File: config.mk
export PLATFORM = sky130hd
export DESIGN_NAME = qot_front
export DESIGN_NICKNAME = d
export VERILOG_FILES = /design/src/hdl/qot_pkg.sv /design/src/hdl/qot_front.sv
export SDC_FILE = /design/constraint.sdc
export NUM_CORES = 1
export LEC_CHECK = 0
export BUFFER_PORTS_ARGS = -buffer_cell sky130_fd_sc_hd__clkbuf_2
export CORE_ASPECT_RATIO = 0.8
export CORE_MARGIN = 4
export CORE_UTILIZATION = 45
export CTS_BUF_LIST = sky130_fd_sc_hd__clkbuf_16
export CTS_CLUSTER_SIZE = 28
export DETAILED_ROUTE_END_ITERATION = 6
export SYNTH_ARGS = -nofsm -noshare
export SYNTH_HDL_FRONTEND = slang
export SYNTH_SLANG_ARGS = --single-unit
File: constraint.sdc
create_clock -name clk -period 26.6 [get_ports clk]
set_input_delay 6.65 -clock clk [delete_from_list [all_inputs] [get_ports clk]]
set_output_delay 6.65 -clock clk [all_outputs]
set_load 0.01 [all_outputs]
File: src/hdl/qot_pkg.sv
`timescale 1ns / 1ps
package qot_pkg;

	localparam logic [31:0] MPC_RESET = 32'd658842;
	localparam logic [31:0] APC_RESET = 32'd524288;
	localparam logic [31:0] CORDIC_GAIN = 32'd652032874;

	localparam logic CFG_MPC = 1'b0;
	localparam logic CFG_APC = 1'b1;

	typedef enum logic [1:0] {
		BK_IDLE,
		BK_PREP,
		BK_ROT,
		BK_DONE
	} bk_state_t;

	// one classified step handed from front to back
	typedef struct packed {
		logic        tick;
		logic [31:0] dl;
		logic [31:0] dr;
		logic [31:0] lc;
		logic [31:0] rc;
	} qot_item_t;

	function automatic logic [31:0] atan_lut(input logic [4:0] i);
		logic [31:0] r;
		unique case (i)
			5'd0: r = 32'd536870912;
			5'd1: r = 32'd316933406;
			5'd2: r = 32'd167458907;
			5'd3: r = 32'd85004756;
			5'd4: r = 32'd42667331;
			5'd5: r = 32'd21354465;
			5'd6: r = 32'd10679838;
			5'd7: r = 32'd5340245;
			5'd8: r = 32'd2670163;
			5'd9: r = 32'd1335087;
			5'd10: r = 32'd667544;
			5'd11: r = 32'd333772;
			5'd12: r = 32'd166886;
			5'd13: r = 32'd83443;
			5'd14: r = 32'd41722;
			5'd15: r = 32'd20861;
			5'd16: r = 32'd10430;
			5'd17: r = 32'd5215;
			5'd18: r = 32'd2608;
			5'd19: r = 32'd1304;
			5'd20: r = 32'd652;
			5'd21: r = 32'd326;
			5'd22: r = 32'd163;
			5'd23: r = 32'd81;
			5'd24: r = 32'd41;
			5'd25: r = 32'd20;
			5'd26: r = 32'd10;
			5'd27: r = 32'd5;
			5'd28: r = 32'd3;
			5'd29: r = 32'd1;
			5'd30: r = 32'd1;
			default: r = 32'd0;
		endcase
		return r;
	endfunction

endpackage

File: src/hdl/qot_front.sv
`timescale 1ns / 1ps
module qot_front import qot_pkg::*; #(
	parameter int COUNT_BITS = 32
) (
	input  logic      clk,
	input  logic      arst_n,
	input  logic      fire,
	input  logic      la,
	input  logic      lb,
	input  logic      ra,
	input  logic      rb,
	input  logic      tick,
	output qot_item_t item
);

	logic                  sampled_q, lla_q, lra_q;
	logic [COUNT_BITS-1:0] lcnt_q, rcnt_q, ltick_q, rtick_q;
	logic [COUNT_BITS-1:0] lnext, rnext, dl, dr;

	// step each counter on a change of A
	always_comb begin
		lnext = lcnt_q;
		rnext = rcnt_q;
		if (sampled_q && la != lla_q) lnext = (la == lb) ? lcnt_q + 1'b1 : lcnt_q - 1'b1;
		if (sampled_q && ra != lra_q) rnext = (ra == rb) ? rcnt_q + 1'b1 : rcnt_q - 1'b1;
		dl = lnext - ltick_q;
		dr = rnext - rtick_q;
	end

	always_comb begin
		item.tick = tick;
		item.dl = 32'(signed'(dl));
		item.dr = 32'(signed'(dr));
		item.lc = 32'(signed'(lnext));
		item.rc = 32'(signed'(rnext));
	end

	always_ff @(posedge clk or negedge arst_n) begin
		if (!arst_n) begin
			sampled_q <= 1'b0;
			lla_q <= 1'b0;
			lra_q <= 1'b0;
			lcnt_q <= '0;
			rcnt_q <= '0;
			ltick_q <= '0;
			rtick_q <= '0;
		end else if (fire) begin
			sampled_q <= 1'b1;
			lla_q <= la;
			lra_q <= ra;
			lcnt_q <= lnext;
			rcnt_q <= rnext;
			if (tick) begin
				ltick_q <= lnext;
				rtick_q <= rnext;
			end
		end
	end

endmodule

After elaboration in Yosys (flattened, before gate mapping)

Index checks and enable logic that the tools add are counted.

Divide/modulo/power cells: 0
Reduce and logical (&&, ||, !) cells: 3
Bitwise gates (word level): 0
Order comparisons: 0
Equal/unequal tests: 4
Multiply operators: 0
Mux-type cells: 4
Shift-type cells: 0
Add/sub/neg operators: 6

Operator list:

| operator                                            | count |
|---|---|
| two-way mux 32 bit                                  | 4 |
| adder 32 x 1 -> 32 bit (second input constant)      | 2 |
| subtractor 32 x 1 -> 32 bit (second input constant) | 2 |
| subtractor 32 bit                                   | 2 |
| equality test 1 bit                                 | 2 |
| logical AND 1 bit                                   | 2 |
| != test 1 bit                                       | 2 |
| AND reduction 2 bit                                 | 1 |

Logic and storage cells: 24
Bits in registers: 131
Output and inout bits: 129
RAM bits: 0
Bits in latches: 0
ROM bits: 0
Input bits: 8
Memories: 0

Logic depth before layout (Yosys ltp)

Depth in word-level cells: 4
Depth in mapped cells: 25
Depth with buffers taken out: 24

Worst setup path after synthesis

No wires, ideal clock.

Path kind: input to output
Start point: in la
End point: out item[126] (netlist bit)
Path slack: 7.072 ns
Buffers on the path: 1
Cell stages on the path: 22
Arrival: 12.878 ns
Data required time: 19.950 ns
Cells stage by stage: xor2_1 ha_1 a21o_1 a31oi_1 o21a_2 o21bai_2 a2111o_1 a31o_2 a21o_1 xnor2_1 o21ai_1 ha_1 clkbuf_1 nand2_1 or3_1 or4_1 a31oi_1 a211oi_1 o21a_1 o2111ai_1 a21oi_1 xnor2_1

RTL lines:

| item            | line            | RTL |
|---|---|---|
| start, declared | qot_front.sv:8  | `input logic la,` |
| end, declared   | qot_front.sv:13 | `output qot_item_t item` |

==> flow_summary.yaml <==
cts:
  cts_hold_buf: 0
  cts_root_buf: "clkbuf_16"
  cts_resized: 0
  h-tree-depth: 4
  cts_tree: "yes"
  numCtsBuffers: 17
  clkSinkCount: 131
  clock_latency_ns: 0.43
  cts_setup_buffers: 0
  clkTransAtPathRegs_ns: 0.06
  cts_max_path_buffers: 2
sta:
  max_clock_freq_mhz: 51.4
  worstMarginPinSlew_ns: 1.05
  clock_skew_ns: 0.0113
  slew_violations: 0
  whs_ns: 0.481
  finalCriticalPeriod_ns: 19.46
  fin_crit_sh_pct: 73.2
  setup_viol: 0
  rsz0062_at_grt: "false"
  max-slew-margin-rel_pct: 30.3
  hold_viol_final: 0
  setup_tns_ns: 0
yosys:
  synthFlopType: "dfrtp_1"
  synth_area_per_cell_um2: 8.12
  async_flop_share_pct: 100
  synth_edf_count: 0
  syn_inst: 1470
  yosys.area.top_type: "dfrtp_1"
  ys_ff_latch: 131
  synth_top_area_share_pct: 27.5
  synthesis.nets: 1609
  ys_warn_count: 0
  synth_area_leaders: "dfrtp_1, ha_1, a21oi_1"
  synth_cell_types: 65
  synth_area_um2: 11900
  yosysSeqAreaShare_pct: 27.5
setup_path:
  regToRegEndpoint: "ltick_q[27]"
  cp.arrival_ns: 12.81
  reg2reg_from: "lcnt_q[8]"
  ff2ff_path_depth: 11
  reg2reg_slack_ns: 23.03
  critPathCaptureType: "primary output"
  critPathRequiredTime_ns: 19.95
  path_class: "input pin to primary output"
  critPathLaunchType: "input pin"
  critPathMaxFanout: 28
min_path:
  hold_start: "rtick_q[16]"
  hold_class: "flip-flop to flip-flop"
  min_to: "rtick_q[16]"
  hold_depth: 2
global_route:
  grt_pass1_wl_um: 51900
  grt_pass1_vias: 10200
  antenna_found_initial: 0
  grt_max_degree: 85
  track_usage_pct: 21.3
  gr-total-overflow: 0
drt:
  totalWireLength_um: 30600
  vias: 10600
  ant_nets: 0
  first_iter_violations: 674
  route.detailed.drc: 0
  vias_per_cell: 5.45
  route.detailed.wl_per_inst_um: 15.7
  first_pass_iters: 5
placed_design:
  gp_congestion: 0.946
  io_buffers: 136
  placed_area_um2: 12900
  dp_cells: 1916
  hpwl_um: 22700
floorplanning:
  placementRows: 53
  start_util_pct: 45.6
  dieArea_um2: 29200
  io_pins: 137
  die_w_um: 190
  core_um2: 26200
  die-height_um: 154
final_layout:
  areaGrowthSynthToFinish_pct: 13.2
  final_area_um2: 13500
  diodes: 0
  drive_gt1_share_pct: 14.5
  fin_cells: 1946
  nFillCells: 2584
  multiInputGateArea_um2: 7950
  ff_latch_area_um2: 3280
  nets: 1717
run:
  cap_violations: 0
outcome:
  status: "finished, final reports clean"
kinds of logic (layout without fill, tap and decap cells):
kind of cell	Yosys count	after routing	synth area share, %
multiplexers	54	54	5.02
AND/OR/NAND/NOR	368	368	13.8
flip-flops	131	131	27.5
AO/OA/AOI/OAI	474	474	24.6
XOR/XNOR	121	121	9.01
buffers and inverters	191	310	6.05
adder cells (fa/ha/maj)	131	131	14.0
critical path: stages:
cell      delay (ns)
clkbuf_2        0.11
xnor2_1         0.62
inv_1           0.29
buf_4           0.33
ha_1            0.37
nor2b_1         0.16
o21ai_1         0.17
a21boi_0        0.14
o21ai_1         0.21
nor2b_1         0.26
xor2_1          0.17
nor2_1          0.05
a21oi_1         0.22
inv_1           0.11
ha_1            0.22
nor3_1          0.38
o21a_1          0.25
o31ai_1         0.18
a221oi_2        0.50
o211ai_1        0.21
a221o_1         0.42
a221o_1         0.31
a21oi_1         0.18
xnor2_1         0.13
clkbuf_2        0.15
cell type report:
| cell class | instances | area share (%) |
|---|---|---|
| tap | 357 | 3.31 |
| timing repair buffer | 146 | 5.64 |
| inverter | 134 | 3.72 |
| clock buffer | 17 | 3.15 |
| clock inverter | 13 | 1.07 |
| sequential | 131 | 24.3 |
| multi-input combinational | 1148 | 58.8 |
worst max-delay path by stage:
stage	startpoint	to	slack, ns	depth (start not counted)
floorplan	la	item[126]	7.07	22
global placement	ra	item[94]	7.30	27
detailed placement	ra	item[94]	7.17	25
CTS	ra	item[94]	7.15	27
global route	ra	item[94]	6.52	26
finish	ra	item[94]	7.14	25
stage by stage:
| step | utilization [%] | setup slack (ns) |
|---|---|---|
| floorplan | - | 7.07 |
| global placement | 49.4 | 7.30 |
| detailed placement | 49.4 | 7.17 |
| CTS | 51.6 | 7.15 |
| global route | 51.6 | 6.52 |
| finish | 51.6 | 7.14 |
layout by cell type (no fill, tap or decap), drive strengths merged, types with 5 or more instances in the layout:
| cell | Yosys | layout |
|---|---|---|
| xor2 | 37 | 37 |
| o31a | 6 | 6 |
| dfrtp | 131 | 131 |
| or3 | 5 | 5 |
| or2 | 6 | 6 |
| inv | 134 | 135 |
| a221oi | 5 | 5 |
| a211oi | 18 | 18 |
| xnor2 | 83 | 83 |
| buf | 5 | 11 |
| nand2 | 138 | 138 |
| a31oi | 16 | 16 |
| o21bai | 19 | 19 |
| clkbuf | 52 | 152 |
| ha | 127 | 127 |
| and2 | 6 | 6 |
| a221o | 5 | 5 |
| nor3 | 22 | 22 |
| o211ai | 8 | 8 |
| mux2i | 13 | 13 |
| nand3 | 30 | 30 |
| nand2b | 9 | 9 |
| a21boi | 6 | 6 |
| nor2b | 17 | 17 |
| nand4 | 10 | 10 |
| o21a | 17 | 17 |
| o31ai | 10 | 10 |
| and3 | 14 | 14 |
| a21oi | 167 | 167 |
| o21ai | 112 | 112 |
| nor2 | 102 | 102 |
| a21o | 58 | 58 |
| mux2 | 41 | 41 |
| clkinv | 0 | 6 |
layer usage:
metal	up-vias	routed length, um	global-route usage (%)	part of all wire (%)
li1	5400	-	-	-
met1	4979	16600	32.7	54
met2	214	12500	31.6	41
met3	17	1200	3.47	3.9
met4	0	272	4.51	0.89
met5	-	0	0	0
Yosys cell counts (all sizes together), types with 10 or more instances:
library cell	instances
a21oi	167
nor2b	17
a21o	58
dfrtp	131
mux2i	13
nand2	138
mux2	41
a31oi	16
inv	134
xnor2	83
and3	14
nor2	102
o21a	17
o21ai	112
a211oi	18
o31ai	10
nand4	10
clkbuf	52
nor3	22
xor2	37
o21bai	19
ha	127
nand3	30
state kept, by name, indices dropped and copies added, names as in the netlist:
| register | cells |
|---|---|
| lcnt_q | 32 |
| lla_q | 1 |
| lra_q | 1 |
| sampled_q | 1 |
| ltick_q | 32 |
| rcnt_q | 32 |
| rtick_q | 32 |
Power is left out: the tool's default activity adds up to more than one toggle a clock period on the data nets, which glitch-free logic cannot reach.
