File: config.mk
export PLATFORM = sky130hd
export DESIGN_NAME = qot_queue
export DESIGN_NICKNAME = d
export VERILOG_FILES = /design/src/hdl/qot_pkg.sv /design/src/hdl/qot_queue.sv
export SDC_FILE = /design/constraint.sdc
export NUM_CORES = 1
export LEC_CHECK = 0
export ABC_AREA = 1
export BUFFER_PORTS_ARGS = -buffer_cell sky130_fd_sc_hd__clkbuf_2
export CORE_UTILIZATION = 35
export DETAILED_ROUTE_END_ITERATION = 7
export SLEW_MARGIN = 20
export SYNTH_ARGS = -nofsm -noshare
export SYNTH_HDL_FRONTEND = slang
export SYNTH_SLANG_ARGS = --single-unit
File: constraint.sdc
create_clock -name clk -period 9.4 [get_ports clk]
set_clock_uncertainty 0.15 [all_clocks]
set_input_delay 0.94 -clock clk [delete_from_list [all_inputs] [get_ports clk]]
set_output_delay 0.94 -clock clk [all_outputs]
set_load 0.05 [all_outputs]
File: src/hdl/qot_pkg.sv
`timescale 1ns / 1ps
package qot_pkg;

	localparam logic [31:0] MPC_RESET = 32'd658842;
	localparam logic [31:0] APC_RESET = 32'd524288;
	localparam logic [31:0] CORDIC_GAIN = 32'd652032874;

	localparam logic CFG_MPC = 1'b0;
	localparam logic CFG_APC = 1'b1;

	typedef enum logic [1:0] {
		BK_IDLE,
		BK_PREP,
		BK_ROT,
		BK_DONE
	} bk_state_t;

	// one classified step handed from front to back
	typedef struct packed {
		logic        tick;
		logic [31:0] dl;
		logic [31:0] dr;
		logic [31:0] lc;
		logic [31:0] rc;
	} qot_item_t;

	function automatic logic [31:0] atan_lut(input logic [4:0] i);
		logic [31:0] r;
		unique case (i)
			5'd0: r = 32'd536870912;
			5'd1: r = 32'd316933406;
			5'd2: r = 32'd167458907;
			5'd3: r = 32'd85004756;
			5'd4: r = 32'd42667331;
			5'd5: r = 32'd21354465;
			5'd6: r = 32'd10679838;
			5'd7: r = 32'd5340245;
			5'd8: r = 32'd2670163;
			5'd9: r = 32'd1335087;
			5'd10: r = 32'd667544;
			5'd11: r = 32'd333772;
			5'd12: r = 32'd166886;
			5'd13: r = 32'd83443;
			5'd14: r = 32'd41722;
			5'd15: r = 32'd20861;
			5'd16: r = 32'd10430;
			5'd17: r = 32'd5215;
			5'd18: r = 32'd2608;
			5'd19: r = 32'd1304;
			5'd20: r = 32'd652;
			5'd21: r = 32'd326;
			5'd22: r = 32'd163;
			5'd23: r = 32'd81;
			5'd24: r = 32'd41;
			5'd25: r = 32'd20;
			5'd26: r = 32'd10;
			5'd27: r = 32'd5;
			5'd28: r = 32'd3;
			5'd29: r = 32'd1;
			5'd30: r = 32'd1;
			default: r = 32'd0;
		endcase
		return r;
	endfunction

endpackage

File: src/hdl/qot_queue.sv
`timescale 1ns / 1ps
module qot_queue import qot_pkg::*; (
	input  logic      clk,
	input  logic      arst_n,
	input  logic      push,
	input  qot_item_t din,
	output logic      full,
	output logic      nonempty,
	input  logic      pop,
	output qot_item_t dout
);

	qot_item_t mem_q [2];
	logic      wp_q, rp_q;
	logic [1:0] cnt_q;

	assign full = cnt_q == 2'd2;
	assign nonempty = cnt_q != 2'd0;
	assign dout = mem_q[rp_q];

	always_ff @(posedge clk) begin
		if (push) mem_q[wp_q] <= din;
	end

	always_ff @(posedge clk or negedge arst_n) begin
		if (!arst_n) begin
			wp_q <= 1'b0;
			rp_q <= 1'b0;
			cnt_q <= 2'd0;
		end else begin
			if (push) wp_q <= ~wp_q;
			if (pop) rp_q <= ~rp_q;
			cnt_q <= cnt_q + 2'(push) - 2'(pop);
		end
	end

`ifndef SYNTHESIS
	a_no_overflow: assert property (@(posedge clk) disable iff (!arst_n)
		full && !pop |-> !push) else $error("queue overflow");
	a_no_underflow: assert property (@(posedge clk) disable iff (!arst_n)
		pop |-> nonempty) else $error("queue underflow");
	a_cnt_range: assert property (@(posedge clk) disable iff (!arst_n)
		cnt_q != 2'd3) else $error("queue count");
`endif

endmodule

== After elaboration in Yosys (flattened, before gate mapping) ==
Memory sizes are Yosys's and may differ from the RTL's.
Index checks and enable logic that the tools add are counted.

* Input bits: 133
* Memories: 1
* Bits in writable memories: 258
* Word-level logic and storage cells: 12
* Output and inout bits: 131
* Flip-flop bits (word level): 4

{| class="wikitable"
|+ Memory list
! memory !! depth !! width !! read ports !! clocked after memory_dff !! write ports !! RTL line !! RTL
|-
| mem_q || 2 || 129 || 1 || 0 || 1 || qot_queue.sv:13 || <nowiki>qot_item_t mem_q [2];</nowiki>
|}

* $add $sub $neg: 2
* Mux-type cells: 2
* Equal/unequal tests: 1
* Reduce and logical (&&, ||, !) cells: 1
* Bitwise logic cells: 2

{| class="wikitable"
|+ Operators with widths
! operator !! number
|-
| adder 2 x 1 -> 2 bit || 1
|-
| equality test 2 bit, second input constant || 1
|-
| two-way mux 1 bit || 2
|-
| NOT 1 bit || 2
|-
| nonzero test 2 bit || 1
|-
| subtractor 2 x 1 -> 2 bit || 1
|}

== Longest topological paths before layout ==
Gate-level depths: netlist of the first run.

* Word-level depth: 2
* Depth in mapped cells: 7

== Worst setup path after synthesis of the first run ==
Ideal clock, no wire load.

* Path kind: input to register
* From: in push
* To: mem mem_q[0][0] in the netlist's numbering (enable)
* Required time: 8628 ps
* Slack: 2252 ps
* Data arrival time: 6376 ps
* Stages on the path: 2
* Library setup time: 622 ps
* Cells stage by stage: inv_1 nor2_1

* Cells in the longest elaborated chain, start to end: 2

{| class="wikitable"
|+ Ends and longest elaborated chain
! element !! RTL line !! RTL
|-
| from (decl) || qot_queue.sv:5 || <nowiki>input logic push,</nowiki>
|-
| two-way mux 1 bit || qot_queue.sv:22 || <nowiki>if (push) mem_q[wp_q] <= din;</nowiki>
|-
| two-way mux 1 bit (implied by the code) || qot_queue.sv:22 ||
|-
| to (decl) || qot_queue.sv:13 ||
|}

No other way between the ends.

==> results of run 1 <==
[cells by family after synthesis]
kind of cell	count (synthesis)	synth area share [%]
xor gates and xnor gates	2	0.171
and+or+nand+nor	139	5.36
buffers and inverters	165	7.78
DFF	262	76.8
AOI/OAI and AO/OA	129	9.63
adders and majority gates	2	0.245
[registers in the layout (all words and copies together) (netlist names)]
| name | flops |
|---|---|
| mem_q | 258 |
| wp_q | 1 |
| rp_q | 1 |
| cnt_q | 2 |
[power groups by stage]
stage | registers (uW) | clock network (uW) | logic [uW]
finish | 1640 | 1040 | 2030
global route | 1670 | 1120 | 2160
CTS | 1650 | 1070 | 2070
detailed placement | 1670 | 0 | 2070
global placement | 1660 | 0 | 2050
floorplan | 1650 | 0 | 1730
[through the flow]
stage               util, %  cells  total power [uW]  worst slack [ns]
finish                 44.1   1374              4710              4.92
global route           44.1   1374              4940              4.61
CTS                    44.1   1374              4780              4.85
detailed placement     41.1   1323              3740              5.43
global placement       41.1   1323              3710              5.53
floorplan                 -    699              3390              2.25
[cell usage after synthesis, drive strengths merged]
library cell | number | share of area [%]
buf | 26 | 2.7
clkbuf | 3 | 0.11
dfrtp | 4 | 0.98
edfxtp | 258 | 76
ha | 2 | 0.24
inv | 136 | 5.0
nand2 | 136 | 5.2
nand3 | 1 | 0.049
nor2 | 2 | 0.074
o21ai | 129 | 9.6
xor2 | 2 | 0.17
[routing by layer]
layer,GRT usage [%],vias up,wire length [um]
li1,-,2936,-
met1,15.3,2737,7780
met2,21.4,180,9200
met3,3.01,38,1190
met4,4.90,0,716
met5,0,-,0
[area by class of cell]
type / instances / area share [%]
tap: 384 / 3.79
sequential: 262 / 62.0
timing repair buffer: 269 / 10.7
multi-input combinational: 272 / 12.5
clock inverter: 14 / 0.939
inverter: 136 / 4.07
clock buffer: 37 / 5.97
[worst paths after layout]
path                            startpoint            to  slack [ns]  cells after the start
worst min-delay path                arst_n      cnt_q[0]        0.06                      1
worst max register to register        wp_q  mem_q[1][11]        6.97                      3
worst min register to register        wp_q          wp_q        0.40                      1
min in group clk                      wp_q          wp_q        0.40                      1
worst max-delay path                  rp_q      dout[53]        4.92                      5
max in group asynchronous           arst_n          rp_q        8.89                      1
==> results.sh, run 1 <==
export IMPL_nets=1104
export IMPL_core_um2=28700
export IMPL_grt_max_degree=85
export IMPL_path_buf_inv=3
export IMPL_cts_max_level=1
export IMPL_power_frac_seq_pct=34.8
export IMPL_die_area_um2=29900
export IMPL_multi_input_area_um2=1580
export IMPL_combPwrFrac_pct=43.1
export IMPL_crit_slowest_cell="dfrtp_4"
export IMPL_yosysWarnings=0
export IMPL_outcome="completed"
export IMPL_hold_viol=0
export IMPL_stdcell_area_um2=12700
export IMPL_rows=62
export IMPL_final_common_cell="clkbuf_2"
export IMPL_hold_class="in -> async"
export IMPL_insertion_delay_ns=0.52
export IMPL_syn_to_final_growth_pct=24.0
export IMPL_cp_cell_sequence="buf_4 -> buf_4 -> nand2_1 -> o21ai_2 -> clkbuf_2"
export IMPL_antenna_cells=0
export IMPL_cpPeakStageDelay_ns=0.83
export IMPL_drc=0
export IMPL_grt_pass1_wl_um=29400
export IMPL_p_sw_uw=2150
export IMPL_overflow=0
export IMPL_post_cts_resized=0
export IMPL_internal_power_uw=2570
export IMPL_finalCritPeriodShare_pct=47.7
export IMPL_syn_nets=834
export IMPL_tightest_slew_ns=1.01
export IMPL_path_max_fanout=70
export IMPL_clock_sinks=262
export IMPL_max_cap_violations=0
export IMPL_setup_viol=0
export IMPL_seq_area_frac_synth_pct=76.8
export IMPL_critPathArrivalTime_ns=3.39
export IMPL_p_clk_share_pct=22.0
export IMPL_power_leakage_uw=0.00537
export IMPL_io_buffers=263
export IMPL_clockRootBuffer="clkbuf_16"
export IMPL_initialDrtViolationCount=231
export IMPL_required_ns=8.31
export IMPL_antenna_found_initial=0
export IMPL_synth_seq_cells=262
export IMPL_most_common_layout_cells="263 x clkbuf_2, 258 x edfxtp_1, 135 x inv_1, 126 x nand2_1, 90 x o21ai_2"
export IMPL_cp_common_cell="buf_4"
export IMPL_ios=264
export IMPL_timing_fmax_mhz=223
export IMPL_start_util_pct=35.6
export IMPL_path_class="reg -> out"
export IMPL_grt_setup_unrepaired="false"
export IMPL_numCtsBuffers=28
export IMPL_num_fill_cells=2623
export IMPL_die_x_um=173
export IMPL_avgRoutedWirePerCell_um=13.7
export IMPL_cts_tree="built"
export IMPL_cts_setup_buffers=0
export IMPL_path_clk_slew_ns=0.06
export IMPL_path_delay_family="buffers and inverters"
export IMPL_synth_cell_types=18
export IMPL_whs_ns=0.0632
export IMPL_ctsHoldBuffers=0
export IMPL_avgSynthCellArea_um2=14.6
export IMPL_tns_ns=0
export IMPL_swShare_pct=45.5
export IMPL_die_h_um=173
export IMPL_slew_violations=0
export IMPL_synth_area_um2=10200
export IMPL_slew_headroom_pct=32.4
export IMPL_startpoint_type="flip-flop"
export IMPL_antenna_left=0
export IMPL_postPlaceCellArea_um2=11800
export IMPL_vias=5891
export IMPL_vias_per_cell=4.29
export IMPL_p_per_area_nw_per_um2=372
export IMPL_grt_pass1_vias=5514
export IMPL_syn_inst=699
export IMPL_drt_first_pass_iters=4
export IMPL_layout_drive_gt1_share_pct=41.4
export IMPL_gr_usage_all_layers_pct=12.5
export IMPL_gp_congestion=0.738
export IMPL_crit_path_end_kind="output pin"
export IMPL_routed_wl_um=18900
export IMPL_hpwl_um=12600
export IMPL_final_seq_area_um2=7850
export IMPL_finalCriticalPeriod_ns=4.48
export IMPL_vdd_ir_drop_worst_mv=0.185
export IMPL_cts_buffer_depth=3
(Power assumes the default switching activity.)
==> inputs of run 2 (changes only) <==
- clock period: 9.4 -> 4.4 ns (I/O delays scaled with it)
==> run 2 against run 1 <==
- design area is 11% higher
- critical endpoint is now dout[103]
- power is 120% higher
- sequential share of layout area is 6.1 points lower
- highest routed layer unchanged
- global-route usage is 1.1 points higher
- first-iteration DRC count is 32% higher
==> results.sh, run 2 (synthesis gave the netlist of run 1 again) <==
export IMPL_cp_cell_sequence="buf_12 -> nand2_1 -> o21ai_2 -> clkbuf_2"
export IMPL_tns_ns=0
export IMPL_crit_slowest_cell="dfrtp_4"
export IMPL_die_h_um=173
export IMPL_tightest_slew_ns=0.884
export IMPL_reg_largest_list="mem_q x258, cnt_q x2"
export IMPL_clock_sinks=262
export IMPL_post_cts_resized=0
export IMPL_final_seq_area_um2=7850
export IMPL_syn_to_final_growth_pct=37.4
export IMPL_final_common_cell="clkbuf_2"
export IMPL_cpPeakStageDelay_ns=0.94
export IMPL_avgRoutedWirePerCell_um=13.5
export IMPL_fin_cells=1503
export IMPL_die_area_um2=29900
export IMPL_ios=264
export IMPL_rows=62
export IMPL_hold_viol=0
export IMPL_outcome="completed"
export IMPL_layout_drive_gt1_share_pct=36.6
export IMPL_drc=0
export IMPL_hold_class="in -> async"
export IMPL_initialDrtViolationCount=306
export IMPL_path_buf_inv=2
export IMPL_clockRootBuffer="clkbuf_16"
export IMPL_setup_viol=0
export IMPL_slew_headroom_pct=41.1
export IMPL_path_class="reg -> out"
export IMPL_cts_tree="built"
export IMPL_path_clk_slew_ns=0.05
export IMPL_die_x_um=173
export IMPL_insertion_delay_ns=0.53
export IMPL_max_cap_violations=0
export IMPL_num_fill_cells=2505
export IMPL_path_max_fanout=98
export IMPL_overflow=0
export IMPL_path_delay_family="flip-flops"
export IMPL_slew_violations=0
export IMPL_numCtsBuffers=28
export IMPL_grt_pass1_vias=6323
export IMPL_p_per_area_nw_per_um2=733
export IMPL_core_um2=28700
export IMPL_largest_reg_flops=258
export IMPL_io_buffers=263
export IMPL_required_ns=3.81
export IMPL_grt_max_degree=99
export IMPL_vdd_ir_drop_worst_mv=0.486
export IMPL_placed_cells=1323
export IMPL_critPathArrivalTime_ns=2.61
export IMPL_cts_max_level=1
export IMPL_hpwl_um=12400
export IMPL_antenna_left=0
export IMPL_finalCriticalPeriod_ns=3.20
export IMPL_crit_path_end_kind="output pin"
export IMPL_most_common_layout_cells="263 x clkbuf_2, 258 x edfxtp_1, 135 x inv_1, 132 x dlygate4sd3_1, 126 x nand2_1"
export IMPL_finalCritPeriodShare_pct=72.8
export IMPL_multi_input_area_um2=1580
export IMPL_power_leakage_uw=0.00594
export IMPL_antenna_cells=0
export IMPL_antenna_found_initial=0
export IMPL_top_register="mem_q"
export IMPL_grt_setup_unrepaired="false"
export IMPL_start_util_pct=35.6
export IMPL_startpoint_type="flip-flop"
export IMPL_nets=1236
export IMPL_gr_usage_all_layers_pct=13.6
export IMPL_routed_wl_um=20300
export IMPL_drt_first_pass_iters=4
export IMPL_vias=6361
export IMPL_grt_pass1_wl_um=32600
export IMPL_vias_per_cell=4.23
export IMPL_cts_buffer_depth=3
export IMPL_gp_congestion=0.734
export IMPL_timing_fmax_mhz=312
[run 2: cell count changes in the layout (fill, tap and decap cells not counted), sizes merged]
cell	delta
bufinv	+1
clkbuf	-2
clkinv	-2
dlygate4sd3	+132
[run 2: power breakdown]
group,switching [uW],internal (uW),total (uW)
Combinational,3540,951,4490
Sequential,208,3310,3520
Clock,913,1370,2280
[run 2: final timing paths]
| kind | start | to | slack (ns) | cells after the start |
|---|---|---|---|---|
| worst max-delay path | rp_q | dout[103] | 1.20 | 4 |
| worst min-delay path | arst_n | cnt_q[0] | 0.11 | 2 |
| worst max register to register | wp_q | mem_q[1][51] | 2.22 | 3 |
| worst min register to register | wp_q | wp_q | 0.39 | 1 |
| max in group asynchronous | arst_n | rp_q | 3.85 | 2 |
| min in group clk | wp_q | wp_q | 0.39 | 1 |
[run 2: stage by stage]
step | hold slack, ns | setup slack (ns) | util, % | total power (uW) | cell area, um2
final | 0.107 | 1.20 | 48.9 | 10300 | 14000
after detailed placement | 0.107 | 1.75 | 41.2 | 8020 | 11800
after global placement | 0.104 | 1.80 | 41.2 | 7970 | 11800
after floorplan | -0.00559 | 0.000617 | - | 7210 | 10200
after global routing | 0.111 | 1.02 | 48.9 | 10800 | 14000
after CTS | 0.0844 | 1.17 | 48.9 | 10400 | 14000
[run 2: per-layer routing]
layer,routed length (um),GRT usage [%],vias to the layer above
li1,-,-,3196
met1,8370,16.3,2955
met2,10300,24.3,178
met3,1160,3.25,32
met4,503,3.65,0
met5,0,0,-
[run 2: final cells by class]
class,instances,share of cell area (%)
clock inverters,13,1.02
clock buffers,35,5.33
inverters,136,3.67
repair buffers,401,19.4
well taps,384,3.42
multi-input cells,272,11.3
flip-flops and latches,262,55.9
[run 2: what timing repair did]
action | 4_1_cts | 5_1_grt
hold buffers | 132 | 0
buffers inserted | 0 | 0
endpoints found under the hold margin | 264 | 0
==> inputs of run 3 (changes only) <==
- clock period: 4.4 -> 3 ns (I/O delays scaled with it)
==> run 3 against run 2 <==
- routed wire length up 0.21%
- cell count rose by 0.86%
- first-iteration DRC count grew 3.6%
- register-to-register slack lost 1.1 ns
- design area rose by 1.4%
- critical path depth unchanged
- core utilization is 0.67 points higher
- via count grew 2.0%
- largest power group unchanged
- clock-buffer cell count up 3
- sequential share of layout area decreased by 0.76 points
- highest routed layer is now met5
- sequential power rose by 47%
==> results.sh, run 3 (synthesis gave the netlist of run 1 again) <==
export IMPL_insertion_delay_ns=0.53
export IMPL_required_ns=2.55
export IMPL_initialDrtViolationCount=317
export IMPL_p_per_area_nw_per_um2=1080
export IMPL_layout_drive_gt1_share_pct=37.3
export IMPL_placed_cells=1333
export IMPL_antenna_cells=0
export IMPL_die_x_um=173
export IMPL_grt_pass1_wl_um=32300
export IMPL_drt_first_pass_iters=4
export IMPL_path_clk_slew_ns=0.06
export IMPL_routed_wl_um=20300
export IMPL_crit_end="dout[28]"
export IMPL_tightest_slew_ns=0.771
export IMPL_path_class="reg -> out"
export IMPL_crit_path_end_kind="output pin"
export IMPL_reg_largest_list="mem_q x258, cnt_q x2"
export IMPL_most_common_layout_cells="263 x clkbuf_2, 258 x edfxtp_1, 135 x inv_1, 133 x dlygate4sd3_1, 126 x nand2_1"
export IMPL_ios=264
export IMPL_nets=1247
export IMPL_clock_sinks=262
export IMPL_hold_viol=0
export IMPL_dpl_worst_slack_ns=0.788
export IMPL_numCtsBuffers=28
export IMPL_die_h_um=173
export IMPL_cts_buffer_depth=3
export IMPL_slew_headroom_pct=48.6
export IMPL_crit_start="rp_q"
export IMPL_r2r_start="wp_q"
export IMPL_grt_setup_unrepaired="false"
export IMPL_setup_ws_ns=0.218
export IMPL_critPathArrivalTime_ns=2.33
export IMPL_cts_max_level=1
export IMPL_finalCritPeriodShare_pct=92.7
export IMPL_r2r_end="mem_q[0][56]"
export IMPL_start_util_pct=35.6
export IMPL_num_fill_cells=2510
export IMPL_io_buffers=263
export IMPL_path_max_fanout=48
export IMPL_top_register="mem_q"
export IMPL_finalCriticalPeriod_ns=2.78
export IMPL_vias_per_cell=4.28
export IMPL_largest_reg_flops=258
export IMPL_power_leakage_uw=0.00603
export IMPL_fin_cells=1516
export IMPL_r2r_cells=2
export IMPL_startpoint_type="flip-flop"
export IMPL_tns_ns=0
export IMPL_max_cap_violations=0
export IMPL_core_um2=28700
export IMPL_clockRootBuffer="clkbuf_16"
export IMPL_grt_pass1_vias=6495
export IMPL_vdd_ir_drop_worst_mv=0.621
export IMPL_final_common_cell="clkbuf_2"
export IMPL_gr_usage_all_layers_pct=13.6
export IMPL_rows=62
export IMPL_post_cts_resized=0
export IMPL_gp_congestion=0.743
export IMPL_outcome="completed"
export IMPL_antenna_found_initial=1
export IMPL_slew_violations=0
export IMPL_syn_to_final_growth_pct=39.3
export IMPL_drc=0
export IMPL_overflow=0
export IMPL_timing_fmax_mhz=360
export IMPL_hpwl_um=13000
export IMPL_grt_max_degree=68
export IMPL_cts_tree="built"
export IMPL_hold_class="in -> reg"
export IMPL_setup_viol=0
export IMPL_regToRegSetupSlack_ns=1.15
export IMPL_vias=6488
export IMPL_avgRoutedWirePerCell_um=13.4
export IMPL_die_area_um2=29900
export IMPL_antenna_left=0
[run 3: worst min path at each step]
stage | endpoint | cells after the start | from
floorplan | cnt_q[0] | 0 | arst_n
global placement | wp_q | 1 | arst_n
detailed placement | wp_q | 1 | arst_n
CTS | mem_q[1][128] | 2 | din[128]
global route | mem_q[1][5] | 2 | din[5]
finish | mem_q[0][124] | 2 | din[124]
[run 3: through the flow]
stage	power, uW	cell area (um2)	utilization [%]	hold slack, ns
floorplan	10500	10200	-	-0.146
global placement	11900	12000	41.7	-0.0324
detailed placement	11900	12000	41.7	-0.0313
CTS	15500	14200	49.6	0.318
global route	16000	14200	49.6	0.331
finish	15300	14200	49.6	0.343
[run 3: final cells by class]
cell class | count | area (um2) | area share (%)
Clock inverter | 12 | 135 | 0.949
Multi-Input combinational cell | 272 | 1580 | 11.1
Sequential cell | 262 | 7850 | 55.2
Inverter | 136 | 514 | 3.61
Tap cell | 384 | 480 | 3.38
Clock buffer | 38 | 790 | 5.55
Timing Repair Buffer | 412 | 2880 | 20.2
[run 3: layer usage]
metal	part of all wire (%)	global-route usage, %
met1	40	16.3
met2	50	23.9
met3	6.8	3.69
met4	2.8	4.02
met5	0.054	0
[run 3: report_power, final]
part           internal [uW]  total, uW  switching (uW)
Sequential              4850       5160             304
Clock                   2080       3390            1310
Combinational           1550       6780            5220
Total                   8490      15300            6840
[run 3: repair_timing]
action / in CTS / in global routing
buffers inserted: 0 / 0
hold buffers: 133 / 0
hold endpoints to repair: 265 / 0
[run 3: worst max-delay path, stage by stage, from the launching register on]
cell      delay [ns]
dfrtp_4         0.92
buf_12          0.28
nand2_1         0.08
o21ai_0         0.13
clkbuf_2        0.34
